==> config.mk <==
export PLATFORM = sky130hd
export DESIGN_NAME = pl0_kw_match
export DESIGN_NICKNAME = d
export VERILOG_FILES = /design/src/rtl/pl0_pkg.sv /design/src/rtl/pl0_kw_match.sv
export VERILOG_INCLUDE_DIRS = /design/src /design/src/rtl
export SDC_FILE = /design/constraint.sdc
export NUM_CORES = 1
export LEC_CHECK = 0
export ABC_AREA = 1
export BUFFER_PORTS_ARGS = -buffer_cell sky130_fd_sc_hd__buf_2
export CAP_MARGIN = 0
export CORE_UTILIZATION = 48
export CTS_BUF_LIST = sky130_fd_sc_hd__clkbuf_16
export CTS_CLUSTER_DIAMETER = 30
export DETAILED_ROUTE_END_ITERATION = 8
export PLACE_DENSITY_LB_ADDON = 0.2
export SYNTH_ARGS = -nofsm -noshare
export SYNTH_HDL_FRONTEND = slang
export SYNTH_SLANG_ARGS = --single-unit
==> constraint.sdc <==
create_clock -name clk -period 2.9 [get_ports clk]
set_input_delay 0.435 -clock clk [delete_from_list [all_inputs] [get_ports clk]]
set_output_delay 0.435 -clock clk [all_outputs]
set_load 0.02 [all_outputs]
==> src/rtl/assert_macros.svh <==
// assertion macros shared by the rtl files
`ifndef ASSERT_MACROS_SVH
`define ASSERT_MACROS_SVH

// property holds at every clock edge outside reset
`define CHECK_ALWAYS(label, clk, rst_n, prop, msg) \
	label: assert property (@(posedge clk) disable iff (!rst_n) (prop)) else $error(msg);

// implication checked on the next clock edge
`define CHECK_NEXT(label, clk, rst_n, ante, cons, msg) \
	label: assert property (@(posedge clk) disable iff (!rst_n) (ante) |=> (cons)) else $error(msg);

`endif

==> src/rtl/pl0_pkg.sv <==
// package: token codes, error codes and word types of the token scanner
package pl0_pkg;

	localparam int unsigned TOK_W = 6;
	localparam int unsigned ERR_W = 3;

	localparam logic [TOK_W-1:0] TOK_NONE   = 6'd0;
	localparam logic [TOK_W-1:0] TOK_IDENT  = 6'd2;
	localparam logic [TOK_W-1:0] TOK_NUMBER = 6'd3;
	localparam logic [TOK_W-1:0] TOK_PLUS   = 6'd4;
	localparam logic [TOK_W-1:0] TOK_MINUS  = 6'd5;
	localparam logic [TOK_W-1:0] TOK_TIMES  = 6'd6;
	localparam logic [TOK_W-1:0] TOK_SLASH  = 6'd7;
	localparam logic [TOK_W-1:0] TOK_ODD    = 6'd8;
	localparam logic [TOK_W-1:0] TOK_EQL    = 6'd9;
	localparam logic [TOK_W-1:0] TOK_NEQ    = 6'd10;
	localparam logic [TOK_W-1:0] TOK_LSS    = 6'd11;
	localparam logic [TOK_W-1:0] TOK_LEQ    = 6'd12;
	localparam logic [TOK_W-1:0] TOK_GTR    = 6'd13;
	localparam logic [TOK_W-1:0] TOK_GEQ    = 6'd14;
	localparam logic [TOK_W-1:0] TOK_LPAREN = 6'd15;
	localparam logic [TOK_W-1:0] TOK_RPAREN = 6'd16;
	localparam logic [TOK_W-1:0] TOK_COMMA  = 6'd17;
	localparam logic [TOK_W-1:0] TOK_SEMI   = 6'd18;
	localparam logic [TOK_W-1:0] TOK_PERIOD = 6'd19;
	localparam logic [TOK_W-1:0] TOK_BECOMES = 6'd20;
	localparam logic [TOK_W-1:0] TOK_BEGIN  = 6'd21;
	localparam logic [TOK_W-1:0] TOK_END    = 6'd22;
	localparam logic [TOK_W-1:0] TOK_IF     = 6'd23;
	localparam logic [TOK_W-1:0] TOK_THEN   = 6'd24;
	localparam logic [TOK_W-1:0] TOK_WHILE  = 6'd25;
	localparam logic [TOK_W-1:0] TOK_DO     = 6'd26;
	localparam logic [TOK_W-1:0] TOK_CALL   = 6'd27;
	localparam logic [TOK_W-1:0] TOK_CONST  = 6'd28;
	localparam logic [TOK_W-1:0] TOK_VAR    = 6'd29;
	localparam logic [TOK_W-1:0] TOK_PROC   = 6'd30;
	localparam logic [TOK_W-1:0] TOK_WRITE  = 6'd31;
	localparam logic [TOK_W-1:0] TOK_READ   = 6'd32;
	localparam logic [TOK_W-1:0] TOK_ELSE   = 6'd33;

	localparam logic [ERR_W-1:0] ERR_NONE    = 3'd0;
	localparam logic [ERR_W-1:0] ERR_NAME    = 3'd1;
	localparam logic [ERR_W-1:0] ERR_NUMLEN  = 3'd2;
	localparam logic [ERR_W-1:0] ERR_BECOMES = 3'd3;
	localparam logic [ERR_W-1:0] ERR_CHAR    = 3'd4;

	// longest keyword, and number of keywords
	localparam int unsigned KW_MAX = 9;
	localparam int unsigned KW_NUM = 14;

	typedef logic [7:0] char_t;

	// one result word
	typedef struct packed {
		logic [TOK_W-1:0] token_code;
		char_t            lexeme_char;
		logic             lexeme_end;
		logic [ERR_W-1:0] error_code;
		logic             last_result;
	} tok_word_t;

	typedef struct packed {
		char_t ch;
		logic  end_of_text;
	} src_word_t;

	// keyword text, padded with zeros, first character in the top byte
	typedef logic [KW_MAX*8-1:0] kw_text_t;

	function automatic kw_text_t kw_text(input logic [3:0] idx);
		kw_text_t t;
		t = '0;
		case (idx)
			4'd0:  t = {"const", 32'h0};
			4'd1:  t = {"var", 48'h0};
			4'd2:  t = "procedure";
			4'd3:  t = {"call", 40'h0};
			4'd4:  t = {"begin", 32'h0};
			4'd5:  t = {"end", 48'h0};
			4'd6:  t = {"if", 56'h0};
			4'd7:  t = {"then", 40'h0};
			4'd8:  t = {"else", 40'h0};
			4'd9:  t = {"while", 32'h0};
			4'd10: t = {"do", 56'h0};
			4'd11: t = {"read", 40'h0};
			4'd12: t = {"write", 32'h0};
			4'd13: t = {"odd", 48'h0};
			default: t = '0;
		endcase
		return t;
	endfunction

	function automatic logic [3:0] kw_len(input logic [3:0] idx);
		logic [3:0] l;
		case (idx)
			4'd0, 4'd4, 4'd9, 4'd12:       l = 4'd5;
			4'd1, 4'd5, 4'd13:             l = 4'd3;
			4'd2:                          l = 4'd9;
			4'd3, 4'd7, 4'd8, 4'd11:       l = 4'd4;
			4'd6, 4'd10:                   l = 4'd2;
			default:                       l = 4'd0;
		endcase
		return l;
	endfunction

	function automatic logic [TOK_W-1:0] kw_code(input logic [3:0] idx);
		logic [TOK_W-1:0] c;
		case (idx)
			4'd0:  c = TOK_CONST;
			4'd1:  c = TOK_VAR;
			4'd2:  c = TOK_PROC;
			4'd3:  c = TOK_CALL;
			4'd4:  c = TOK_BEGIN;
			4'd5:  c = TOK_END;
			4'd6:  c = TOK_IF;
			4'd7:  c = TOK_THEN;
			4'd8:  c = TOK_ELSE;
			4'd9:  c = TOK_WHILE;
			4'd10: c = TOK_DO;
			4'd11: c = TOK_READ;
			4'd12: c = TOK_WRITE;
			4'd13: c = TOK_ODD;
			default: c = TOK_NONE;
		endcase
		return c;
	endfunction

	function automatic logic is_alpha(input char_t c);
		return (c >= "a" && c <= "z") || (c >= "A" && c <= "Z");
	endfunction

	function automatic logic is_digit(input char_t c);
		return c >= "0" && c <= "9";
	endfunction

endpackage

==> src/rtl/pl0_kw_match.sv <==
// keyword matcher: steps through the keyword table one entry per cycle
module pl0_kw_match #(
	parameter int unsigned BUF_DEPTH = 11
) (
	input  logic                          clk,
	input  logic                          arst_n,
	input  logic                          start,
	input  logic [$clog2(BUF_DEPTH+1)-1:0] word_len,
	input  logic [BUF_DEPTH*8-1:0]        word_flat,
	output logic                          done,
	output logic                          hit,
	output logic [pl0_pkg::TOK_W-1:0]     code
);
	import pl0_pkg::*;

	localparam int unsigned LW = $clog2(BUF_DEPTH+1);
	localparam int unsigned CMP_N = (BUF_DEPTH < KW_MAX) ? BUF_DEPTH : KW_MAX;

	logic [3:0]  idx_q;
	logic        busy_q;
	logic        match;
	kw_text_t    txt;

	// compare current table entry with the buffered word
	always_comb begin
		txt = kw_text(idx_q);
		match = ({{(8-LW > 0 ? 8-LW : 0){1'b0}}, word_len} == 8'(kw_len(idx_q)));
		for (int i = 0; i < CMP_N; i++) begin
			if (i < int'(kw_len(idx_q)) &&
			    word_flat[i*8 +: 8] != txt[(KW_MAX-1-i)*8 +: 8])
				match = 1'b0;
		end
	end

	// table walk sequencer
	always_ff @(posedge clk or negedge arst_n) begin
		if (!arst_n) begin
			busy_q <= 1'b0;
			idx_q  <= '0;
			done   <= 1'b0;
			hit    <= 1'b0;
			code   <= TOK_NONE;
		end else begin
			done <= 1'b0;
			if (start) begin
				busy_q <= 1'b1;
				idx_q  <= '0;
			end else if (busy_q) begin
				if (match || idx_q == 4'(KW_NUM-1)) begin
					busy_q <= 1'b0;
					done   <= 1'b1;
					hit    <= match;
					code   <= kw_code(idx_q);
				end else begin
					idx_q <= idx_q + 4'd1;
				end
			end
		end
	end

	`include "assert_macros.svh"
	`CHECK_ALWAYS(a_idx_range, clk, arst_n, idx_q < 4'(KW_NUM), "keyword index out of range")
	`CHECK_NEXT(a_done_pulse, clk, arst_n, done, !done, "done held for two cycles")
	`CHECK_ALWAYS(a_hit_code, clk, arst_n, !(done && hit) || code != TOK_NONE, "hit without code")
endmodule

* Word level (Yosys, flattened, before mapping)
Memory sizes are Yosys's and may differ from the RTL's. A register that Yosys moved wholly into a read port is not among the register bits.
Index checks and enable logic that the tools add are counted.
** Storage, ports and cells
- Bits in registers :: 7
- Bits in latches :: 0
- Memory bits (writable) :: 0
- Memory bits (read-only) :: 1552
- Input bits :: 95
- Output and inout port bits :: 8
- Logic and storage cells :: 71
- Memories :: 12
** Cells by class
- Add/subtract/negate cells :: 1
- $mul :: 0
- Divide/modulo/power cells :: 0
- Order comparisons :: 9
- Equal/unequal tests :: 12
- Shift operators :: 0
- Multiplexer cells :: 18
- Bitwise logic cells :: 1
- Reduce and logical (&&, ||, !) cells :: 14
** Memories
- (no name shown) :: depth 16, width 51, rd ports 1, clocked after Yosys merged registers in 0, wr ports 0, RTL line pl0_pkg.sv:73 : case (idx)
- (no name shown) :: depth 16, width 6, rd ports 1, clocked after Yosys merged registers in 1, wr ports 0, RTL line pl0_pkg.sv:108 : case (idx)
- (no name shown) :: depth 16, width 4, rd ports 1, clocked after Yosys merged registers in 0, wr ports 0, RTL line pl0_pkg.sv:95 : case (idx)
- (no name shown) :: depth 16, width 4, rd ports 1, clocked after Yosys merged registers in 0, wr ports 0, RTL line pl0_pkg.sv:95
- (no name shown) :: depth 16, width 4, rd ports 1, clocked after Yosys merged registers in 0, wr ports 0, RTL line pl0_pkg.sv:95
- (no name shown) :: depth 16, width 4, rd ports 1, clocked after Yosys merged registers in 0, wr ports 0, RTL line pl0_pkg.sv:95
- 6 more memories
** Operators by type and width (count)
- 8-bit inequality test :: 9
- 3-bit by 4-bit < comparator with 1-bit output, first input constant :: 4
- 1-bit 2-to-1 mux :: 15
- 4-bit 2-to-1 mux :: 3
- 1-bit logical AND :: 9
- 1-bit by 4-bit < comparator with 1-bit output, first input constant :: 2
- 2-bit by 4-bit < comparator with 1-bit output, first input constant :: 2
- 4-bit by 1-bit adder with 4-bit output, second input constant :: 1
- 4-bit == test :: 1
- 4-bit == test, second input constant :: 1
- 4-bit < comparator, first input constant :: 1
- 3-bit AND reduction :: 1
- 2-bit inequality test, second input constant :: 1
- 2-bit AND reduction :: 1
- 2-bit nonzero test :: 1
- 1-bit zero test :: 1
- 1-bit logical OR :: 1
- 1-bit NOT :: 1

* Longest topological paths before layout
An unclocked memory read counts as a cell.
- Depth in word-level cells :: 16
- Depth in mapped cells :: 20
- Gate-level depth less buffers :: 19

* Least setup slack after synthesis
Ideal clock, no wire load.
- Path type :: register to register
- Start :: register idx_q[0]
- End :: register code[4] in the netlist's numbering
- Library setup time :: 123 ps
- Arrival time :: 2230 ps
- Data required time :: 2777 ps
- Setup slack :: 547 ps
- Stages on the path, launching flop included :: 20
- Path buffers :: 1
- Clock period less this slack :: 2353 ps
- Cells stage by stage :: dfrtp_1 inv_2 ha_1 inv_1 nand2_1 nand3_1 nand2_1 nand2_1 nand2_1 nor2_1 nand3_1 nand2_1 nand2_1 nor2_2 nand2_2 nand2_2 nand2_2 buf_6 nand2_1 o21ai_2
** Between the ends
- Cells in the longest elaborated chain, start to end :: 14
- Elaborated cells on any way between the ends :: 51
- Classes of those cells :: 9 x order compare; 11 x eq/ne; 9 x mux; 11 x reduce/logical; 11 x memory
** RTL lines
- start: declaration :: RTL line pl0_kw_match.sv:19 : logic [3:0] idx_q;
- start signal: assignment :: RTL line pl0_kw_match.sv:55 : idx_q <= idx_q + 4'd1;
- memory read 16 x 4 bit or memory read 16 x 51 bit (tied branches)
- 1-bit by 4-bit < comparator with 1-bit output or 8-bit inequality test (tied branches) :: RTL line pl0_kw_match.sv:29, pl0_kw_match.sv:30
- 1-bit logical AND :: RTL line pl0_kw_match.sv:29 : if (i < int'(kw_len(idx_q)) &&
- 1-bit 2-to-1 mux (9 in a row) :: RTL line pl0_kw_match.sv:29
- 1-bit logical OR :: RTL line pl0_kw_match.sv:49 : if (match || idx_q == 4'(KW_NUM-1)) begin
- 3-bit AND reduction (no line)
- end: declaration :: RTL line pl0_kw_match.sv:12 : output logic [pl0_pkg::TOK_W-1:0] code
Several ways; a longest one is shown, not always the timed one.
A chain may end at the register's enable or synchronous reset.

* Worst setup path after layout
- Start :: register idx_q[0]
- End :: register idx_q[0]
** Between the ends
- Cells in the longest elaborated chain, start to end :: 15
- Elaborated cells on any way between the ends :: 56
- Classes of those cells :: 1 x add/sub; 9 x order compare; 12 x eq/ne; 12 x mux; 11 x reduce/logical; 11 x memory
** RTL lines (RTL line)
- memory read 16 x 4 bit or memory read 16 x 51 bit (tied branches)
- 1-bit by 4-bit < comparator with 1-bit output or 8-bit inequality test (tied branches) :: pl0_kw_match.sv:29, pl0_kw_match.sv:30
- 1-bit logical AND :: pl0_kw_match.sv:29
- 1-bit 2-to-1 mux (9 in a row) :: pl0_kw_match.sv:29
- 1-bit logical OR :: pl0_kw_match.sv:49
- 2-bit inequality test (no line)
- 2-bit AND reduction (no line)
Several ways; a longest one is shown, not always the timed one. The select of a mux whose other input is x is not followed.

==> results.toml <==
[layout]
finalNetCount = 593
area_growth_syn_to_layout_pct = 24.0
num_antenna_cells = 0
final_util_pct = 62.6
layout-drive-gt1-share_pct = 25.8

[synthesis]
synth_compound_area_share_pct = 6.11
synth_seq_cells = 13
synthMuxAreaShare_pct = 0
yosys.area_share.simple_pct = 62.0
synth-seq-area-share_pct = 14.7
synth_top_cells_by_count = "156 x nand2_1, 62 x nand3_1, 42 x nor2_1"
syn_nets = 505
yosysMostFrequentCell = "nand2_1"
synth_ff_type = "dfrtp_1"
synth_top_family_by_area = "simple AND/OR/NAND/NOR gates"
netlist_area_um2 = 2210
synthCells = 402
yosysWarnings = 0
synth_top_area_share_pct = 26.5
yosys.area_share.adder_pct = 4.52
yosys.area_share.xor_xnor_pct = 0.396
synth-edff-count = 0
ys_async_sr_fraction_pct = 100
synth_cell_types = 29
synth_area_leader_cell = "nand2_1"
synth_area_per_cell_um2 = 5.51
synth_area_leaders = "nand2_1 26%, dfrtp_1 15%, nand3_1 14%"

[drt]
finalWirelength_mm = 6.13
avgRoutedWirePerCell_um = 11.3
drt_iter0_drc = 143
drc = 0
avgViaCountPerCell = 5.13
dr_total_vias = 2777
drt-pass1-iter-count = 5
ant_nets = 0

[cts]
cts_tree = "built"
ctsHoldBuffers = 0
cts_max_path_buffers = 2
cts_buffers = 3
path_clk_slew_ps = 50
cts_root_buf = "clkbuf_16"
cts_resized = 0
clock-sinks = 13
htreeDepth = 1
post-cts-setup-buffers = 0
clock_latency_ps = 240

[global_route]
first_global_vias = 2390
grt_pass1_wl_mm = 10.5
overflow = 0
grt_start_max_net_pins = 33
antenna_found_initial = 0
grt.total_usage_pct = 26.0

[timing]
fin_ws_ps = 264
finalSetupViolations = 0
finClkSkew_ps = 2.84
hold_viol = 0
timing.fmax_mhz = 379
tightestPinTransition_ps = 428
max_slew_margin_pct = 71.5
slew_violations = 0
min_period_ps = 2640
setup_tns_ps = 0
finalCritPeriodShare_pct = 90.9
rsz0062_at_grt = "no"

[hold_path]
hold_class = "input port to async pin"

[floorplan]
dieArea_um2 = 4890
start_util_pct = 50.5
core_um2 = 4380
rows = 24
die_y_um = 69.9
die_width_um = 69.9
pin_count = 103

[place]
place_ws_ps = 349
dp_hpwl_mm = 4.93
gp_congestion = 0.889
portBuffers = 86

[pwr]
swShare_pct = 38.1
p_leak_nw = 1.69
seq_power_share_pct = 23.2
p_int_w = 0.000526
clockPowerShare_pct = 30.3
power_density_nw_per_um2 = 309
ir_drop_uv = 238
switchingPower_w = 0.000323
p_comb_share_pct = 46.4

[setup_path]
crit_fanout = 5
worst-setup-path-type = "flip-flop to flip-flop"
rrSetupSlack_ps = 260
required_ps = 3020
r2r-end = "idx_q[0]$_DFFE_PN0P_"
reg2reg_depth = 18
cp.arrival_ps = 2760
startpoint_type = "flip-flop"
end_kind = "flip-flop"
rr_startpoint = "idx_q[0]$_DFFE_PN0P_"

[run_status]
outcome = "finished, final reports clean"

[flow_run]
cap_violations = 0
-- cells in the final DEF (no fill, tap or decap), drive strengths merged, types with 3 or more instances in the layout --
| master | n |
|---|---|
| nand4 | 3 |
| nor3 | 3 |
| inv | 46 |
| nand2 | 171 |
| ha | 8 |
| nor2 | 44 |
| o21ai | 18 |
| nand3 | 67 |
| nand3b | 12 |
| clkbuf | 3 |
| o211ai | 3 |
| buf | 93 |
| dfrtp | 13 |
-- cell type report --
type,count,area (um2)
fill,467,1640
clock buffer,3,75.1
sequential,13,325
clock inverter,1,3.75
inverter,45,176
timing repair buffer,93,483
multi-input combinational,334,1620
tap,52,65.1
-- through the flow --
stage | hold slack [ps] | std cells | power [W] | instance area [um2]
final | 70.9 | 541 | 0.000849 | 2740
after global routing | 97.1 | 541 | 0.000922 | 2740
after CTS | 82.1 | 541 | 0.000849 | 2740
after detailed placement | 339 | 537 | 0.000590 | 2670
after global placement | 328 | 537 | 0.000581 | 2670
after floorplan | 139 | 402 | 0.000463 | 2210
-- state kept, by name, indices dropped and copies added, names as in the netlist --
register,flops
code,6
hit,1
done,1
busy_q,1
idx_q,4
-- power groups by stage --
stage	Clock, W	Combinational (W)	Sequential (W)
finish	0.000258	0.000394	0.000197
global route	0.000271	0.000453	0.000198
CTS	0.000259	0.000393	0.000197
detailed placement	0	0.000391	0.000200
global placement	0	0.000382	0.000199
floorplan	0	0.000258	0.000205
-- logic make-up after synthesis --
family | after synthesis
simple gates | 302
buf+inv | 55
compound gates | 23
flops | 13
fa+ha+maj | 8
xor+xnor | 1
-- worst max-delay path, stage by stage (launching register included) --
cell	delay, ps
dfrtp_1	380
inv_2	60
ha_1	330
inv_1	220
nand2_1	170
nand3_1	160
nand3_1	90
nand2_1	70
inv_1	30
nor2_1	90
nand2_1	120
nand2_1	80
nand2_1	50
nor2_2	110
nand2_2	90
nand3_1	200
nand2_2	120
nand2_1	80
nand2_1	60
-- worst max-delay path by stage --
| stage | startpoint | end | slack [ps] |
|---|---|---|---|
| after floorplan | idx_q[0]$_DFFE_PN0P_ | code[4]$_DFFE_PN0P_ | 550 |
| after global placement | idx_q[2]$_DFFE_PN0P_ | code[4]$_DFFE_PN0P_ | 380 |
| after detailed placement | idx_q[0]$_DFFE_PN0P_ | code[5]$_DFFE_PN0P_ | 350 |
| after CTS | idx_q[0]$_DFFE_PN0P_ | idx_q[0]$_DFFE_PN0P_ | 310 |
| after global routing | idx_q[0]$_DFFE_PN0P_ | idx_q[0]$_DFFE_PN0P_ | 40 |
| final | idx_q[0]$_DFFE_PN0P_ | idx_q[0]$_DFFE_PN0P_ | 260 |
-- per-layer routing --
metal	GRT usage, %	routed length, um	vias up
met5	0	0	-
met4	3.33	15	0
met3	3.46	425	3
met2	44.7	2930	99
met1	35.7	2760	1225
li1	-	-	1450
Note: power is estimated with default switching activity, not from simulation.
